### config.mk
export PLATFORM = sky130hd
export DESIGN_NAME = obd_ascii_response_parser_flat
export DESIGN_NICKNAME = d
export VERILOG_FILES = /design/src/rtl/obdp_pkg.sv /design/src/rtl/obdp_ifs.sv /design/src/rtl/obdp_parser.sv /design/src/rtl/obdp_emitter.sv /design/src/rtl/obd_ascii_response_parser.sv /design/src/flat_wrapper.sv
export VERILOG_INCLUDE_DIRS = /design/src /design/src/rtl
export SDC_FILE = /design/constraint.sdc
export NUM_CORES = 1
export LEC_CHECK = 0
export BUFFER_PORTS_ARGS = -buffer_cell sky130_fd_sc_hd__buf_4
export CAP_MARGIN = 20
export CELL_PAD_IN_SITES_DETAIL_PLACEMENT = 1
export CELL_PAD_IN_SITES_GLOBAL_PLACEMENT = 2
export CORE_UTILIZATION = 35
export DETAILED_ROUTE_END_ITERATION = 10
export GPL_TIMING_DRIVEN = 0
export PLACE_DENSITY_LB_ADDON = 0.1
export REMOVE_ABC_BUFFERS = 1
export SLEW_MARGIN = 20
export SYNTH_ARGS = -nofsm -noshare
export SYNTH_HDL_FRONTEND = slang
export SYNTH_SLANG_ARGS = --single-unit
### constraint.sdc
create_clock -name clk -period 7.22 [get_ports clk]
set_clock_uncertainty 0.2 [all_clocks]
set_input_delay 1.083 -clock clk [delete_from_list [all_inputs] [get_ports clk]]
set_output_delay 1.083 -clock clk [all_outputs]
set_load 0.01 [all_outputs]
### src/rtl/assert_macros.svh
// Assertion helpers: full checks in simulation, empty bodies for synthesis.
`ifndef ASSERT_MACROS_SVH
`define ASSERT_MACROS_SVH

`ifndef SYNTHESIS

// Antecedent holds, consequent holds in the same cycle.
`define CHK_SAME(label, clk, rst_n, ante, cons) \
  label: assert property (@(posedge clk) disable iff (!rst_n) (ante) |-> (cons)) \
    else $error("check failed");

// Antecedent holds, consequent holds in the next cycle.
`define CHK_NEXT(label, clk, rst_n, ante, cons) \
  label: assert property (@(posedge clk) disable iff (!rst_n) (ante) |=> (cons)) \
    else $error("check failed");

`else

`define CHK_SAME(label, clk, rst_n, ante, cons)
`define CHK_NEXT(label, clk, rst_n, ante, cons)

`endif

`endif

### src/rtl/obdp_pkg.sv
`timescale 1ns / 1ps

package obdp_pkg;

  localparam int MAX_LINE_BYTES_DEF = 16;

  // Result status codes
  typedef enum logic [1:0] {
    ST_OK      = 2'd0,
    ST_NODATA  = 2'd1,
    ST_INVALID = 2'd2
  } status_t;

  // Characters with a meaning of their own
  localparam logic [7:0] CH_PROMPT = 8'h3E;
  localparam logic [7:0] CH_CR     = 8'h0D;
  localparam logic [7:0] CH_LF     = 8'h0A;
  localparam logic [7:0] CH_SPACE  = 8'h20;
  localparam logic [7:0] CH_QMARK  = 8'h3F;

  // Search strings, first character in the top byte, zero padded below
  localparam int PAT_MAX  = 17;
  localparam int PAT_BITS = 8 * PAT_MAX;
  localparam logic [PAT_BITS-1:0] PAT_NODATA = {"NO DATA", 80'h0};
  localparam logic [PAT_BITS-1:0] PAT_UNABLE = "UNABLE TO CONNECT";
  localparam logic [PAT_BITS-1:0] PAT_ERROR  = {"ERROR", 96'h0};
  localparam logic [4:0] LEN_NODATA = 5'd7;
  localparam logic [4:0] LEN_UNABLE = 5'd17;
  localparam logic [4:0] LEN_ERROR  = 5'd5;

  // Bit positions in the found flags
  localparam int F_NODATA = 0;
  localparam int F_QMARK  = 1;
  localparam int F_UNABLE = 2;
  localparam int F_ERROR  = 3;

  // Reply job handed from the parser to the result side
  typedef struct packed {
    logic       start;
    logic       bank;
    status_t    status;
    logic [7:0] mode;
    logic [7:0] pid;
  } job_t;

  // Line buffer write
  typedef struct packed {
    logic       en;
    logic       bank;
    logic [7:0] data;
  } mem_wr_t;

  // One result word
  typedef struct packed {
    status_t    status;
    logic [7:0] mode;
    logic [7:0] pid;
    logic [7:0] data;
    logic       data_valid;
    logic       last;
  } res_t;

  // {is_hex, value}
  function automatic logic [4:0] hex_val(input logic [7:0] c);
    logic [4:0] r;
    r = 5'h00;
    if (c >= 8'h30 && c <= 8'h39) begin
      r = {1'b1, c[3:0]};
    end else if ((c >= 8'h41 && c <= 8'h46) || (c >= 8'h61 && c <= 8'h66)) begin
      r = {1'b1, 4'(c[3:0] + 4'd9)};
    end
    return r;
  endfunction

  // One step of a string search; the first letter occurs once per string,
  // so a mismatch can only restart on that letter.
  function automatic logic [4:0] match_next(input logic [4:0] prog, input logic [7:0] c,
                                            input logic [PAT_BITS-1:0] pat,
                                            input logic [4:0] len);
    logic [4:0] p;
    logic [7:0] pc;
    logic [7:0] sel;
    pc  = 8'h00;
    sel = 8'h00;
    if (prog < len) begin
      sel = 8'(8 * (PAT_MAX - 1 - int'(prog)));
      pc  = pat[sel +: 8];
    end
    if (prog < len && pc == c) begin
      p = 5'(prog + 5'd1);
    end else begin
      p = (pat[PAT_BITS-1 -: 8] == c) ? 5'd1 : 5'd0;
    end
    if (p >= len) begin
      p = len;
    end
    return p;
  endfunction

endpackage

### src/rtl/obdp_ifs.sv
`timescale 1ns / 1ps

// Character channel
interface obdp_in_if;
  logic       valid;
  logic       ready;
  logic [7:0] char_code;
  logic       char_valid;
  logic       end_of_reply;

  modport source (output valid, output char_code, output char_valid,
                  output end_of_reply, input ready);
  modport sink (input valid, input char_code, input char_valid,
                input end_of_reply, output ready);
endinterface

// Result channel
interface obdp_out_if;
  logic       valid;
  logic       ready;
  logic [1:0] status;
  logic [7:0] mode_byte;
  logic [7:0] pid_byte;
  logic [7:0] data_byte;
  logic       data_valid;
  logic       last_result;

  modport source (output valid, output status, output mode_byte, output pid_byte,
                  output data_byte, output data_valid, output last_result, input ready);
  modport sink (input valid, input status, input mode_byte, input pid_byte,
                input data_byte, input data_valid, input last_result, output ready);
endinterface

### src/rtl/obdp_parser.sv
`timescale 1ns / 1ps

module obdp_parser import obdp_pkg::*; #(
  parameter int MAX_LINE_BYTES = MAX_LINE_BYTES_DEF
) (
  input  logic                                clk,
  input  logic                                rst_n,
  input  logic                                take,
  input  logic [7:0]                          char_code,
  input  logic                                char_valid,
  input  logic                                end_of_reply,
  output mem_wr_t                             wr,
  output logic [$clog2(MAX_LINE_BYTES)-1:0]   wr_addr,
  output job_t                                job,
  output logic [$clog2(MAX_LINE_BYTES+2)-1:0] job_cnt
);

  localparam int CW = $clog2(MAX_LINE_BYTES + 2);
  localparam int AW = $clog2(MAX_LINE_BYTES);
  localparam logic [CW-1:0] CNT_MAX = CW'(MAX_LINE_BYTES);

  logic [CW-1:0] cnt_r, cnt_nxt;
  logic [3:0]    hn_r, hn_nxt;
  logic          np_r, np_nxt;
  logic          hpu_r, hpu_nxt;
  logic          pe_r, pe_nxt;
  logic          lbp_r, lbp_nxt;
  logic          prompt_r, prompt_nxt;
  logic          content_r, content_nxt;
  logic [2:0]    nd_r, nd_nxt;
  logic [4:0]    un_r, un_nxt;
  logic [2:0]    er_r, er_nxt;
  logic [3:0]    found_r, found_nxt;
  logic          bank_r, bank_nxt;
  logic [7:0]    b0_r, b0_nxt;
  logic [7:0]    b1_r, b1_nxt;

  logic [4:0] hx;
  logic [4:0] p_nd, p_un, p_er;
  logic       ws;
  logic       do_store;
  logic [7:0] st_val;
  status_t    st;

  assign hx = hex_val(char_code);
  assign ws = (char_code == CH_SPACE) || (char_code == CH_CR) || (char_code == CH_LF);
  assign p_nd = match_next({2'b00, nd_r}, char_code, PAT_NODATA, LEN_NODATA);
  assign p_un = match_next(un_r, char_code, PAT_UNABLE, LEN_UNABLE);
  assign p_er = match_next({2'b00, er_r}, char_code, PAT_ERROR, LEN_ERROR);

  // Per-character update, then the end-of-reply verdict
  always_comb begin
    cnt_nxt     = cnt_r;
    hn_nxt      = hn_r;
    np_nxt      = np_r;
    hpu_nxt     = hpu_r;
    pe_nxt      = pe_r;
    lbp_nxt     = lbp_r;
    prompt_nxt  = prompt_r;
    content_nxt = content_r;
    nd_nxt      = nd_r;
    un_nxt      = un_r;
    er_nxt      = er_r;
    found_nxt   = found_r;
    bank_nxt    = bank_r;
    b0_nxt      = b0_r;
    b1_nxt      = b1_r;
    do_store    = 1'b0;
    st_val      = 8'h00;
    wr          = '0;
    wr.bank     = bank_r;
    wr_addr     = '0;
    job         = '0;
    job.status  = ST_OK;
    job_cnt     = '0;

    if (take && char_valid && !prompt_r) begin
      if (char_code == CH_PROMPT) begin
        prompt_nxt = 1'b1;
      end else begin
        // string searches
        if (!found_r[F_NODATA]) begin
          nd_nxt = p_nd[2:0];
          if (p_nd == LEN_NODATA) found_nxt[F_NODATA] = 1'b1;
        end
        if (!found_r[F_UNABLE]) begin
          un_nxt = p_un;
          if (p_un == LEN_UNABLE) found_nxt[F_UNABLE] = 1'b1;
        end
        if (!found_r[F_ERROR]) begin
          er_nxt = p_er[2:0];
          if (p_er == LEN_ERROR) found_nxt[F_ERROR] = 1'b1;
        end
        if (char_code == CH_QMARK) found_nxt[F_QMARK] = 1'b1;

        if (ws) begin
          // whitespace closes a half pair
          if (char_code == CH_CR) lbp_nxt = 1'b1;
          if (np_r) begin
            do_store = 1'b1;
            st_val   = {4'h0, hn_r};
            np_nxt   = 1'b0;
            hpu_nxt  = 1'b1;
          end
        end else begin
          content_nxt = 1'b1;
          // content after CR starts a fresh line
          if (lbp_r) begin
            cnt_nxt = '0;
            np_nxt  = 1'b0;
            pe_nxt  = 1'b0;
            lbp_nxt = 1'b0;
          end
          hpu_nxt = 1'b0;
          if (!pe_nxt) begin
            if (np_nxt) begin
              do_store = 1'b1;
              st_val   = hx[4] ? {hn_r, hx[3:0]} : {4'h0, hn_r};
              np_nxt   = 1'b0;
            end else if (hx[4]) begin
              hn_nxt = hx[3:0];
              np_nxt = 1'b1;
            end else begin
              pe_nxt = 1'b1;
            end
          end
        end
      end
    end

    // byte store: first two bytes in registers, the rest in the line buffer
    if (do_store) begin
      if (cnt_nxt < CNT_MAX) begin
        priority if (cnt_nxt == CW'(0)) begin
          b0_nxt = st_val;
        end else if (cnt_nxt == CW'(1)) begin
          b1_nxt = st_val;
        end else begin
          wr.en   = 1'b1;
          wr.data = st_val;
          wr_addr = cnt_nxt[AW-1:0];
        end
      end
      if (cnt_nxt <= CNT_MAX) cnt_nxt = CW'(cnt_nxt + CW'(1));
    end

    // verdict, in order of precedence
    priority if (!content_nxt) begin
      st = ST_NODATA;
    end else if (found_nxt[F_NODATA]) begin
      st = ST_NODATA;
    end else if (found_nxt[F_QMARK]) begin
      st = ST_INVALID;
    end else if (found_nxt[F_UNABLE]) begin
      st = ST_NODATA;
    end else if (found_nxt[F_ERROR]) begin
      st = ST_INVALID;
    end else if (pe_nxt || np_nxt || hpu_nxt) begin
      st = ST_INVALID;
    end else if (cnt_nxt < CW'(2) || cnt_nxt > CNT_MAX) begin
      st = ST_INVALID;
    end else begin
      st = ST_OK;
    end

    // end of reply: hand over the job and clear for the next reply
    if (take && end_of_reply) begin
      job.start   = 1'b1;
      job.bank    = bank_r;
      job.status  = st;
      job.mode    = (st == ST_OK) ? b0_nxt : 8'h00;
      job.pid     = (st == ST_OK) ? b1_nxt : 8'h00;
      job_cnt     = cnt_nxt;
      cnt_nxt     = '0;
      hn_nxt      = 4'h0;
      np_nxt      = 1'b0;
      hpu_nxt     = 1'b0;
      pe_nxt      = 1'b0;
      lbp_nxt     = 1'b0;
      prompt_nxt  = 1'b0;
      content_nxt = 1'b0;
      nd_nxt      = '0;
      un_nxt      = '0;
      er_nxt      = '0;
      found_nxt   = '0;
      bank_nxt    = ~bank_r;
    end
  end

  // state registers
  always_ff @(posedge clk) begin
    if (!rst_n) begin
      cnt_r     <= '0;
      hn_r      <= 4'h0;
      np_r      <= 1'b0;
      hpu_r     <= 1'b0;
      pe_r      <= 1'b0;
      lbp_r     <= 1'b0;
      prompt_r  <= 1'b0;
      content_r <= 1'b0;
      nd_r      <= '0;
      un_r      <= '0;
      er_r      <= '0;
      found_r   <= '0;
      bank_r    <= 1'b0;
    end else begin
      cnt_r     <= cnt_nxt;
      hn_r      <= hn_nxt;
      np_r      <= np_nxt;
      hpu_r     <= hpu_nxt;
      pe_r      <= pe_nxt;
      lbp_r     <= lbp_nxt;
      prompt_r  <= prompt_nxt;
      content_r <= content_nxt;
      nd_r      <= nd_nxt;
      un_r      <= un_nxt;
      er_r      <= er_nxt;
      found_r   <= found_nxt;
      bank_r    <= bank_nxt;
    end
  end

  // mode and pid bytes of the line being read
  always_ff @(posedge clk) begin
    b0_r <= b0_nxt;
    b1_r <= b1_nxt;
  end

endmodule

### src/rtl/obdp_emitter.sv
`timescale 1ns / 1ps

module obdp_emitter import obdp_pkg::*; #(
  parameter int MAX_LINE_BYTES = MAX_LINE_BYTES_DEF
) (
  input  logic                                clk,
  input  logic                                rst_n,
  input  mem_wr_t                             wr,
  input  logic [$clog2(MAX_LINE_BYTES)-1:0]   wr_addr,
  input  job_t                                job,
  input  logic [$clog2(MAX_LINE_BYTES+2)-1:0] job_cnt,
  output logic                                job_busy,
  output logic                                job_free,
  output logic                                out_valid,
  input  logic                                out_ready,
  output res_t                                out_res
);

  localparam int CW = $clog2(MAX_LINE_BYTES + 2);
  localparam int AW = $clog2(MAX_LINE_BYTES);

  // two line buffers, one filling while the other drains
  logic [7:0] mem [2**(AW+1)];

  logic          job_v_r;
  logic          job_bank_r;
  status_t       job_status_r;
  logic [7:0]    job_mode_r;
  logic [7:0]    job_pid_r;
  logic [CW-1:0] job_cnt_r;
  logic [CW-1:0] job_k_r;

  logic          s1_v_r;
  res_t          s1_res_r;
  logic [7:0]    rd_data_r;

  logic          out_v_r;
  res_t          out_res_r;

  logic          out_free;
  logic          s1_adv;
  logic          issue;
  logic          single;
  logic          last_k;
  logic [CW-1:0] k_inc;
  res_t          s1_word;

  assign out_free = !out_v_r || out_ready;
  assign s1_adv   = s1_v_r && out_free;
  assign issue    = job_v_r && (!s1_v_r || s1_adv);
  assign single   = (job_status_r != ST_OK) || (job_cnt_r == CW'(2));
  assign k_inc    = CW'(job_k_r + CW'(1));
  assign last_k   = single || (k_inc == job_cnt_r);

  // read stage word with the buffer byte merged in
  always_comb begin
    s1_word      = s1_res_r;
    s1_word.data = s1_res_r.data_valid ? rd_data_r : 8'h00;
  end

  // line buffer write and registered read
  always_ff @(posedge clk) begin
    if (wr.en) begin
      mem[{wr.bank, wr_addr}] <= wr.data;
    end
    if (issue) begin
      rd_data_r <= mem[{job_bank_r, job_k_r[AW-1:0]}];
    end
  end

  // job sequencer, read stage and output register
  always_ff @(posedge clk) begin
    if (!rst_n) begin
      job_v_r <= 1'b0;
      s1_v_r  <= 1'b0;
      out_v_r <= 1'b0;
    end else begin
      if (job.start) begin
        job_v_r <= 1'b1;
      end else if (issue && last_k) begin
        job_v_r <= 1'b0;
      end
      if (issue) begin
        s1_v_r <= 1'b1;
      end else if (s1_adv) begin
        s1_v_r <= 1'b0;
      end
      if (s1_adv) begin
        out_v_r <= 1'b1;
      end else if (out_ready) begin
        out_v_r <= 1'b0;
      end
    end
  end

  // payload registers
  always_ff @(posedge clk) begin
    if (job.start) begin
      job_bank_r   <= job.bank;
      job_status_r <= job.status;
      job_mode_r   <= job.mode;
      job_pid_r    <= job.pid;
      job_cnt_r    <= job_cnt;
      job_k_r      <= CW'(2);
    end else if (issue) begin
      job_k_r <= k_inc;
    end
    if (issue) begin
      s1_res_r.status     <= job_status_r;
      s1_res_r.mode       <= job_mode_r;
      s1_res_r.pid        <= job_pid_r;
      s1_res_r.data       <= 8'h00;
      s1_res_r.data_valid <= !single;
      s1_res_r.last       <= last_k;
    end
    if (s1_adv) begin
      out_res_r <= s1_word;
    end
  end

  // a new job may start in the cycle the last read of the old one issues
  assign job_busy  = job_v_r;
  assign job_free  = !job_v_r || (issue && last_k);
  assign out_valid = out_v_r;
  assign out_res   = out_res_r;

endmodule

### src/rtl/obd_ascii_response_parser.sv
`timescale 1ns / 1ps

// Parser for the ASCII hex reply of a vehicle diagnostic adapter.
// in_ch carries one character word per handshake (char_code, char_valid)
// and end_of_reply on the last word of a reply; char_valid 0 words only
// count when they close the reply. One character is taken every cycle
// that in_ch.ready is high. At end_of_reply the reply is judged (search
// strings, hex pairing, byte count); its results leave on out_ch: one word
// per payload byte, or a single word for a bare mode/pid or a no-data or
// invalid verdict, with last_result on the final one. The first result
// passes the job registers, the read stage and the output register; the
// rest follow one per cycle while out_ch is not stalled, paced by the one
// read port of the line buffer. The next reply's characters are taken
// meanwhile into the second line buffer; only its closing word waits until
// the last read of the previous reply has issued. A stalled out_ch holds
// its word and backs up through the read stage. Reset clears all parsing
// state and empties the result side; the line buffers need no clearing.
module obd_ascii_response_parser import obdp_pkg::*; #(
  parameter int MAX_LINE_BYTES = MAX_LINE_BYTES_DEF
) (
  input  logic           clk,
  input  logic           rst_n,
  obdp_in_if.sink        in_ch,
  obdp_out_if.source     out_ch
);

`include "assert_macros.svh"

  localparam int CW = $clog2(MAX_LINE_BYTES + 2);
  localparam int AW = $clog2(MAX_LINE_BYTES);

  logic          take;
  logic          job_busy;
  logic          job_free;
  mem_wr_t       wr;
  logic [AW-1:0] wr_addr;
  job_t          job;
  logic [CW-1:0] job_cnt;
  logic          out_valid;
  res_t          out_res;

  // closing word waits while the previous reply still drains
  assign in_ch.ready = !(in_ch.end_of_reply && !job_free);
  assign take        = in_ch.valid && in_ch.ready;

  obdp_parser #(
    .MAX_LINE_BYTES(MAX_LINE_BYTES)
  ) u_parser (
    .clk         (clk),
    .rst_n       (rst_n),
    .take        (take),
    .char_code   (in_ch.char_code),
    .char_valid  (in_ch.char_valid),
    .end_of_reply(in_ch.end_of_reply),
    .wr          (wr),
    .wr_addr     (wr_addr),
    .job         (job),
    .job_cnt     (job_cnt)
  );

  obdp_emitter #(
    .MAX_LINE_BYTES(MAX_LINE_BYTES)
  ) u_emitter (
    .clk      (clk),
    .rst_n    (rst_n),
    .wr       (wr),
    .wr_addr  (wr_addr),
    .job      (job),
    .job_cnt  (job_cnt),
    .job_busy (job_busy),
    .job_free (job_free),
    .out_valid(out_valid),
    .out_ready(out_ch.ready),
    .out_res  (out_res)
  );

  // result channel
  assign out_ch.valid       = out_valid;
  assign out_ch.status      = out_res.status;
  assign out_ch.mode_byte   = out_res.mode;
  assign out_ch.pid_byte    = out_res.pid;
  assign out_ch.data_byte   = out_res.data;
  assign out_ch.data_valid  = out_res.data_valid;
  assign out_ch.last_result = out_res.last;

  // checks
  `CHK_SAME(a_no_job_overlap, clk, rst_n, job.start, job_free)
  `CHK_NEXT(a_job_starts, clk, rst_n, job.start, job_busy)
  `CHK_SAME(a_verdict_single, clk, rst_n, out_valid && (out_res.status != ST_OK),
            out_res.last && !out_res.data_valid)
  `CHK_SAME(a_payload_ok, clk, rst_n, out_valid && out_res.data_valid,
            out_res.status == ST_OK)

endmodule

### src/flat_wrapper.sv
// flat-port wrapper written by rule: the top's interface ports become plain ports
module obd_ascii_response_parser_flat import obdp_pkg::*;
#(
  parameter int MAX_LINE_BYTES = MAX_LINE_BYTES_DEF
)
  (clk, rst_n, in_ch_valid, in_ch_char_code, in_ch_char_valid, in_ch_end_of_reply, in_ch_ready, out_ch_valid, out_ch_status, out_ch_mode_byte, out_ch_pid_byte, out_ch_data_byte, out_ch_data_valid, out_ch_last_result, out_ch_ready);
  obdp_in_if in_ch_i ();
  obdp_out_if out_ch_i ();
  input  logic clk;
  input  logic rst_n;
  input wire logic [$bits(in_ch_i.valid)-1:0] in_ch_valid;
  input wire logic [$bits(in_ch_i.char_code)-1:0] in_ch_char_code;
  input wire logic [$bits(in_ch_i.char_valid)-1:0] in_ch_char_valid;
  input wire logic [$bits(in_ch_i.end_of_reply)-1:0] in_ch_end_of_reply;
  output wire logic [$bits(in_ch_i.ready)-1:0] in_ch_ready;
  output wire logic [$bits(out_ch_i.valid)-1:0] out_ch_valid;
  output wire logic [$bits(out_ch_i.status)-1:0] out_ch_status;
  output wire logic [$bits(out_ch_i.mode_byte)-1:0] out_ch_mode_byte;
  output wire logic [$bits(out_ch_i.pid_byte)-1:0] out_ch_pid_byte;
  output wire logic [$bits(out_ch_i.data_byte)-1:0] out_ch_data_byte;
  output wire logic [$bits(out_ch_i.data_valid)-1:0] out_ch_data_valid;
  output wire logic [$bits(out_ch_i.last_result)-1:0] out_ch_last_result;
  input wire logic [$bits(out_ch_i.ready)-1:0] out_ch_ready;
  assign in_ch_i.valid = in_ch_valid;
  assign in_ch_i.char_code = in_ch_char_code;
  assign in_ch_i.char_valid = in_ch_char_valid;
  assign in_ch_i.end_of_reply = in_ch_end_of_reply;
  assign in_ch_ready = in_ch_i.ready;
  assign out_ch_valid = out_ch_i.valid;
  assign out_ch_status = out_ch_i.status;
  assign out_ch_mode_byte = out_ch_i.mode_byte;
  assign out_ch_pid_byte = out_ch_i.pid_byte;
  assign out_ch_data_byte = out_ch_i.data_byte;
  assign out_ch_data_valid = out_ch_i.data_valid;
  assign out_ch_last_result = out_ch_i.last_result;
  assign out_ch_i.ready = out_ch_ready;
  obd_ascii_response_parser #(.MAX_LINE_BYTES(MAX_LINE_BYTES)) u_core (.clk(clk), .rst_n(rst_n), .in_ch(in_ch_i), .out_ch(out_ch_i));
endmodule
==> metrics.txt, run 1 <==
multi-input logic area 5860 um2; Post-DRT Antenna Nets 0; Netlist cell types 85; Post-CTS Hold Buffers 0; Critical Path Start Type register; worst-margin pin slew 1.04 ns; Max-cap violations 0; CTS Buffer Depth 3; number of setup buffers added after CTS 0; worst-path cell chain xor3_1, nor3_1, a21oi_2, o31ai_1, ha_1, a221o_1, nor4b_4, xor2_1, o211a_1, mux2i_1, or4_1, nor3b_1; R2R Path Start u_core.u_emitter.job_k_r[2]$_SDFFE_PP0P_; WHS Path Cells 0; synth warn 0; Fillers 5,020; Slew Limit Headroom a little under a third; Design Power 0.00499 W; I/O pin count 44; fmax 0.171 GHz; hpwl dp a little under 30 mm; antenna violations before repair 0; Power Density ~250 nW/um2; cts bufs inserted 43; vias 10,300; hold_ws 0.216 ns; setup ws final ~1.4 ns; period utilisation layout 80.9%; FF+latch count, synth 391; Site Rows 81; initial core utilization 35.4%; first-pass GRT wire length 67.9 mm; post-layout min period 5.84 ns; Max stage delay on crit path 1.00 ns; maximum vdd drop 0.000147 V; Data arrival, critical path 6.00 ns; Critical Path Source u_core.u_emitter.job_k_r[2]$_SDFFE_PP0P_; clk root buf clkbuf_16; die area 50,200 um2; clock transition at the registers of the reported paths ~0.06 ns; Post-synth top flop edfxtp_1; CP max stage cell dfxtp_1; Gate Count Post-Synth 1,269; Pre-antenna DRT Iters 4; Clock Sinks 391; CTS resizes 0; HP Start u_core.u_emitter.job_mode_r[0]$_SDFFCE_PN0P_; CTS tree yes; # setup viols final 0; reg2reg setup slack 1.38 ns; async set-reset flop share out of synthesis 0%; Layout area overhead 15.2%; CTS HTree Levels 2; nets 1,360; Final GP Congestion 0.768; Vias/cell 5.14; Worst Hold Class reg2reg; WHS Endpoint u_core.u_emitter.s1_res_r[18]$_DFFE_PP_; r2r endpoint u_core.u_emitter.job_pid_r[5]$_SDFFCE_PN0P_; Tot GR Track Use between 10% and 20%; WP data required 7.38 ns; synthesized cell area 17,300 um2; Sequential cell area 11,200 um2; total core area approximately 50,000 um2; final WL roughly 44 mm; Die Wd approximately 220 um; Crit Path Class reg2reg; Worst Reg-to-Reg Cells 12; die span in y 224 um; largest net degree at the start of global routing 41; post-layout util 40.8%; P_leak 6.00 nW; unrepaired setup endpoints after global routing no; Syn Area/Cell roughly 14 um2; Setup TNS Final 0 ns; n_diodes 0; residual DRC count 0; proportion of synthesized chip area in sequential cells 64.8%; layout cell share with drive strength beyond 1 15.0%; Skew-Pair Late Insertion Delay approximately 0.56 ns; Avg WL per Cell 22.0 um; grt ovf 0; Critical Path Sink Type register; final hold viol count 0; pre-CTS setup slack 1.04 ns; status complete, no violations; Port Buf Inserts between 40 and 50; Initial DRC Count 589; number of global-route vias before repair 10,800; final slew viol count 0; Post-synth EDFFs 336; worst-path maximum fanout 22
==> layout make-up <==
cell class / count / share of cell area [%]
Clock inverter: 18 / 0.925
Inverter: 25 / 0.478
Clock buffer: 57 / 5.72
Tap cell: 664 / 4.18
Multi-Input combinational cell: 802 / 29.5
Sequential cell: 391 / 56.3
Timing Repair Buffer: 57 / 2.93
==> metrics by stage <==
stage	instance area (um2)	std cells
CTS	19900	2014
finish	19900	2014
global placement	18200	1925
detailed placement	18600	1939
floorplan	17000	1218
global route	19900	2014
==> layer usage <==
layer  GRT usage (%)  vias up  part of all wire (%)
met1            27.0     5239                    51
met4            4.99        0                   1.9
li1                -     4932                     -
met5               0        -                     0
met2            26.7      129                    44
met3            2.72       48                   3.5
==> sequential cells by signal, indices dropped and copies added (netlist names), 2 cells and up <==
name,flops
u_core.u_emitter.s1_res_r,20
u_core.u_emitter.job_cnt_r,5
u_core.u_emitter.job_pid_r,8
u_core.u_parser.b1_r,8
u_core.u_emitter.mem,256
u_core.u_parser.cnt_r,5
u_core.u_parser.er_r,3
u_core.u_emitter.job_k_r,5
u_core.u_parser.b0_r,8
u_core.u_parser.found_r,4
u_core.u_emitter.job_status_r,2
u_core.u_parser.un_r,5
u_core.u_parser.nd_r,3
u_core.u_emitter.job_mode_r,8
u_core.u_emitter.out_res,28
u_core.u_parser.hn_r,4
u_core.u_emitter.rd_data_r,8
==> where the power goes <==
part           switching, W  total (W)  internal, W
Combinational      0.000220   0.000384     0.000164
Sequential        0.0000463    0.00250      0.00245
Clock              0.000892    0.00211      0.00122
Total               0.00116    0.00499      0.00384
==> critical path, delay by kind of cell (launching register included) <==
kind                       cells  cell delay, ns
xor gates and xnor gates       2            0.91
DFF                            1            1.00
adders and majority gates      1            0.39
AOI/OAI and AO/OA              4            1.20
muxes                          1            0.06
and+or+nand+nor                4            1.85
==> how the worst max path moves through the flow <==
stage                                                           to  cells past startpoint
finish                 u_core.u_emitter.job_pid_r[5]$_SDFFCE_PN0P_                     12
global route           u_core.u_emitter.job_pid_r[5]$_SDFFCE_PN0P_                     12
CTS                    u_core.u_emitter.job_pid_r[5]$_SDFFCE_PN0P_                     12
detailed placement     u_core.u_emitter.job_pid_r[5]$_SDFFCE_PN0P_                     15
global placement              u_core.u_emitter.mem[6][1]$_DFFE_PP_                      8
floorplan           u_core.u_emitter.job_status_r[1]$_SDFFCE_PN0P_                     13
==> synthesized netlist by cell type (7+ instances only) <==
cell type  instances  area (um2)
buf_2             10        50.1
a21oi_1           40         200
nand2_1           85         319
ha_1              26         325
inv_1             24        90.1
nand3_1           36         180
edfxtp_1         336       10100
nor2b_1           13        81.3
xnor2_1           22         193
or3_1              8        50.1
nor3b_2           11         138
mux2_2             9         101
clkbuf_1          39         146
dfxtp_1           55        1100
o221ai_1          25         219
o21ai_0           59         295
o22ai_1            9        56.3
o211ai_1           8        60.1
nor3_1            22         110
nor2_1           135         507
nor3b_1           11        82.6
a21o_1             7        52.6
mux4_2            33         743
mux2i_1           75         751
nand4_1            9        56.3
buf_1             15        56.3
a211oi_1           8        60.1
xor2_1            10        87.6
and2_1            16         100
==> placed cells by master, fill, tap and decap left out, drive strengths merged, types with 5 or more instances in the layout <==
cell / instances
clkinv: 13
or3: 8
nor3b: 22
nand2: 85
o21a: 5
nand2b: 6
mux2: 10
mux2i: 75
nand3b: 5
and2: 16
o22ai: 9
nor4: 6
a21o: 7
mux4: 33
o221ai: 25
nand3: 36
xnor2: 22
a211oi: 8
buf: 57
nor2: 135
inv: 26
nor2b: 13
a21oi: 40
ha: 26
dfxtp: 55
conb: 16
a31oi: 5
o21ai: 62
and3: 5
o211ai: 9
xor2: 10
clkbuf: 57
nor3: 22
nand4: 9
edfxtp: 336
==> cell families (layout without fill, tap and decap cells) <==
group	after synthesis	in the layout	synth area share, %
AO/OA/AOI/OAI	219	219	8.64
other	1	16	0.0217
XOR/XNOR	33	33	1.76
multiplexers	118	118	9.31
AND/OR/NAND/NOR	390	390	11.5
adder cells (fa/ha/maj)	26	26	1.88
buffers and inverters	91	157	2.12
flip-flops	391	391	64.8
Note: power is estimated with default switching activity, not from simulation.
==> run 2, diff against run 1 <==
ABC_AREA = 1   (was default)
clock period = 6.05 ns   (was 7.22 ns; I/O delays follow)
==> run 2 against run 1 <==
Register-to-register slack worse by 0.98 ns. Design area is 1.7% lower. Die area decreased by 1.7%. Synthesized cell count rose by 24%. Largest cell class unchanged. Largest power group unchanged.
==> metrics.txt, run 2 <==
Site Rows 80; Critical Path Sink Type register; Skew-Pair Late Insertion Delay between 0.5 and 0.6 ns; layout cell share with drive strength beyond 1 between 10 and 15%; residual DRC count 0; Max-cap violations 0; clock transition at the registers of the reported paths 0.06 ns; CP max stage cell nor2_1; Port Buf Inserts 43; FF+latch count, synth 391; WP data required about 6.0 ns; Post-DRT Antenna Nets 0; Switching Fraction roughly a quarter; worst-path cell chain buf_12, buf_16, inv_6, buf_16, nand2_1, nand2_1, nor2_1, nand3_1, nor2_1, nand3_1, nand2_2, nand2_1, nand3_2, nand4_4, nand2_1, ha_1, nand2_1, inv_2, nor2_2, inv_2, nor2_4, nand2_1, nand4_2, nor2_1; synthesized cell area ~17,000 um2; Syn Area/Cell 10.8 um2; commonest non-fill, non-tap cells in the layout 336 x edfxtp_1, 269 x nor2_1, 183 x o21ai_0, 180 x nand2_1, 118 x inv_1; final std cells w/o fill 2,281; Fillers 5,205; total core area 47,700 um2; post-layout min period ~5.6 ns; Gate Count Post-Synth 1,570; setup ws final 0.403 ns; Sequential cell area 11,200 um2; Worst Hold Class reg2reg; unrepaired setup endpoints after global routing yes; vias 11,500; max reg flops ~260; pre-CTS setup slack 0.245 ns; grt ovf 0; Power Density 314 nW/um2; Max stage delay on crit path between 0.9 and 1 ns; die area around 50,000 um2; Critical Path Start Type register; Final GP Congestion 0.762; multi-input logic area roughly 5100 um2; I/O pin count 44; most frequent cells after synthesis 336 x edfxtp_1, 273 x nor2_1, 183 x o21ai_0; CTS HTree Levels 2; clock share of power 40.6%; nets 1,673; Vias/cell between 5 and 6; Crit Path Class reg2reg; Pre-antenna DRT Iters 4; period utilisation layout ~93%; most frequent cell after synthesis edfxtp_1; proportion of synthesized chip area in sequential cells between 60% and 70%; Post-synth EDFFs 336; synth warn 0; synth top area cells edfxtp_1 59%, dfxtp_1 6.5%, nor2_1 6.0%; worst-path maximum fanout 74; initial core utilization 35.5%; Netlist cell types 51; maximum vdd drop 0.000218 V; async set-reset flop share out of synthesis 0%; CP delay by family, top simple AND/OR/NAND/NOR gates; cts bufs inserted 44; leading area contributor after synthesis edfxtp_1; CTS resizes 0; largest net degree at the start of global routing 75; die span in y approximately 220 um; final WL between 40 and 50 mm; final slew viol count 0; Clock Sinks 391; n_diodes 0; Crit path top cell by count nand2_1; Pint 0.00456 W; # setup viols final 0; net switching power 0.00159 W; P_leak between 6 and 7 nW; CTS Buffer Depth 3; worst-margin pin slew 1.05 ns; Comb pwr share 10.7%; Die Wd 222 um; CTS tree yes; Tot GR Track Use 19.1%; status complete, no violations; Initial DRC Count a little over 500; largest register by flop count u_core.u_emitter.mem; first-pass GRT wire length 71.7 mm; final hold viol count 0; clk root buf clkbuf_16; Reg power frac between 40% and 50%; placed cell count 2,202; number of global-route vias before repair roughly 12,000; fmax 0.177 GHz; Avg WL per Cell about 20 um; Post-synth top flop edfxtp_1; number of setup buffers added after CTS 0; hpwl dp 30.4 mm; CP Buf/Inv Count 6; commonest non-fill, non-tap cell in the layout edfxtp_1; Design Power slightly above 0.006 W; Slew Limit Headroom 29.7%; antenna violations before repair 0; share of the synthesized area in the top cell type approximately 59%; Layout area overhead 15.3%; Data arrival, critical path 5.62 ns
## run 2: changes by cell type in the layout (fill, tap and decap cells not counted), moves of 25 or more
cell and delta:
nor2_1 +138, o21ai_0 +124, nand2_1 +97, inv_1 +95, mux2i_1 -75, o22ai_1 +70
mux4_2 -33, o221ai_1 -25
## run 2: path summary, 6_finish.rpt
kind                                       startpoint  cells after the start                                      to  slack [ns]
max reg2reg  u_core.u_emitter.job_k_r[0]$_SDFFE_PP0P_                     24   u_core.u_emitter.mem[30][2]$_DFFE_PP_        0.40
min           u_core.u_emitter.s1_res_r[24]$_DFFE_PP_                      0  u_core.u_emitter.out_res[24]$_DFFE_PP_        0.22
min reg2reg   u_core.u_emitter.s1_res_r[24]$_DFFE_PP_                      0  u_core.u_emitter.out_res[24]$_DFFE_PP_        0.22
max          u_core.u_emitter.job_k_r[0]$_SDFFE_PP0P_                     24   u_core.u_emitter.mem[30][2]$_DFFE_PP_        0.40
## run 2: metal layers
layer | up-vias | wire length (um) | GRT usage, %
li1 | 5623 | - | -
met1 | 5710 | 21400 | 25.1
met2 | 129 | 22100 | 32.4
met3 | 56 | 1300 | 2.48
met4 | 0 | 1120 | 6.34
met5 | - | 0 | 0
## run 2: cells by family after synthesis
group           after synthesis  share of synthesized area, %
flops                       391                          66.0
compound gates              347                          11.5
simple gates                585                          15.0
buf+inv                     203                          4.65
xor+xnor                     17                         0.966
other cells                   1                        0.0221
fa+ha+maj                    26                          1.92
## run 2: timing repair
action | in CTS | in global routing
hold buffers | 0 | 0
setup endpoints to repair | 0 | 3
endpoints found under the hold margin | 0 | 0
## run 2: power by group through the flow
stage	Clock, W	Combinational [W]	Sequential [W]
global route	0.00266	0.000743	0.00300
floorplan	0	0.000385	0.00305
global placement	0	0.000591	0.00310
CTS	0.00257	0.000670	0.00299
detailed placement	0	0.000667	0.00305
finish	0.00249	0.000659	0.00299
## run 2: layout make-up
cell class,count,area share [%]
clock buffer,63,6.10
clock inverter,16,0.634
inverter,140,2.73
multi-input combinational,991,26.1
sequential,391,57.3
tap,615,3.94
timing repair buffer,65,3.16
## run 2: metrics by stage
step	hold WS [ns]	instance area [um2]	TNS, ns	utilization (%)
global route	0.229	19500	-0.0192	40.9
finish	0.218	19500	0	40.9
CTS	0.220	19500	0	40.9
floorplan	0.200	16800	-308.06	-
global placement	0.203	17800	-3302.48	37.4
detailed placement	0.206	18200	0	38.2
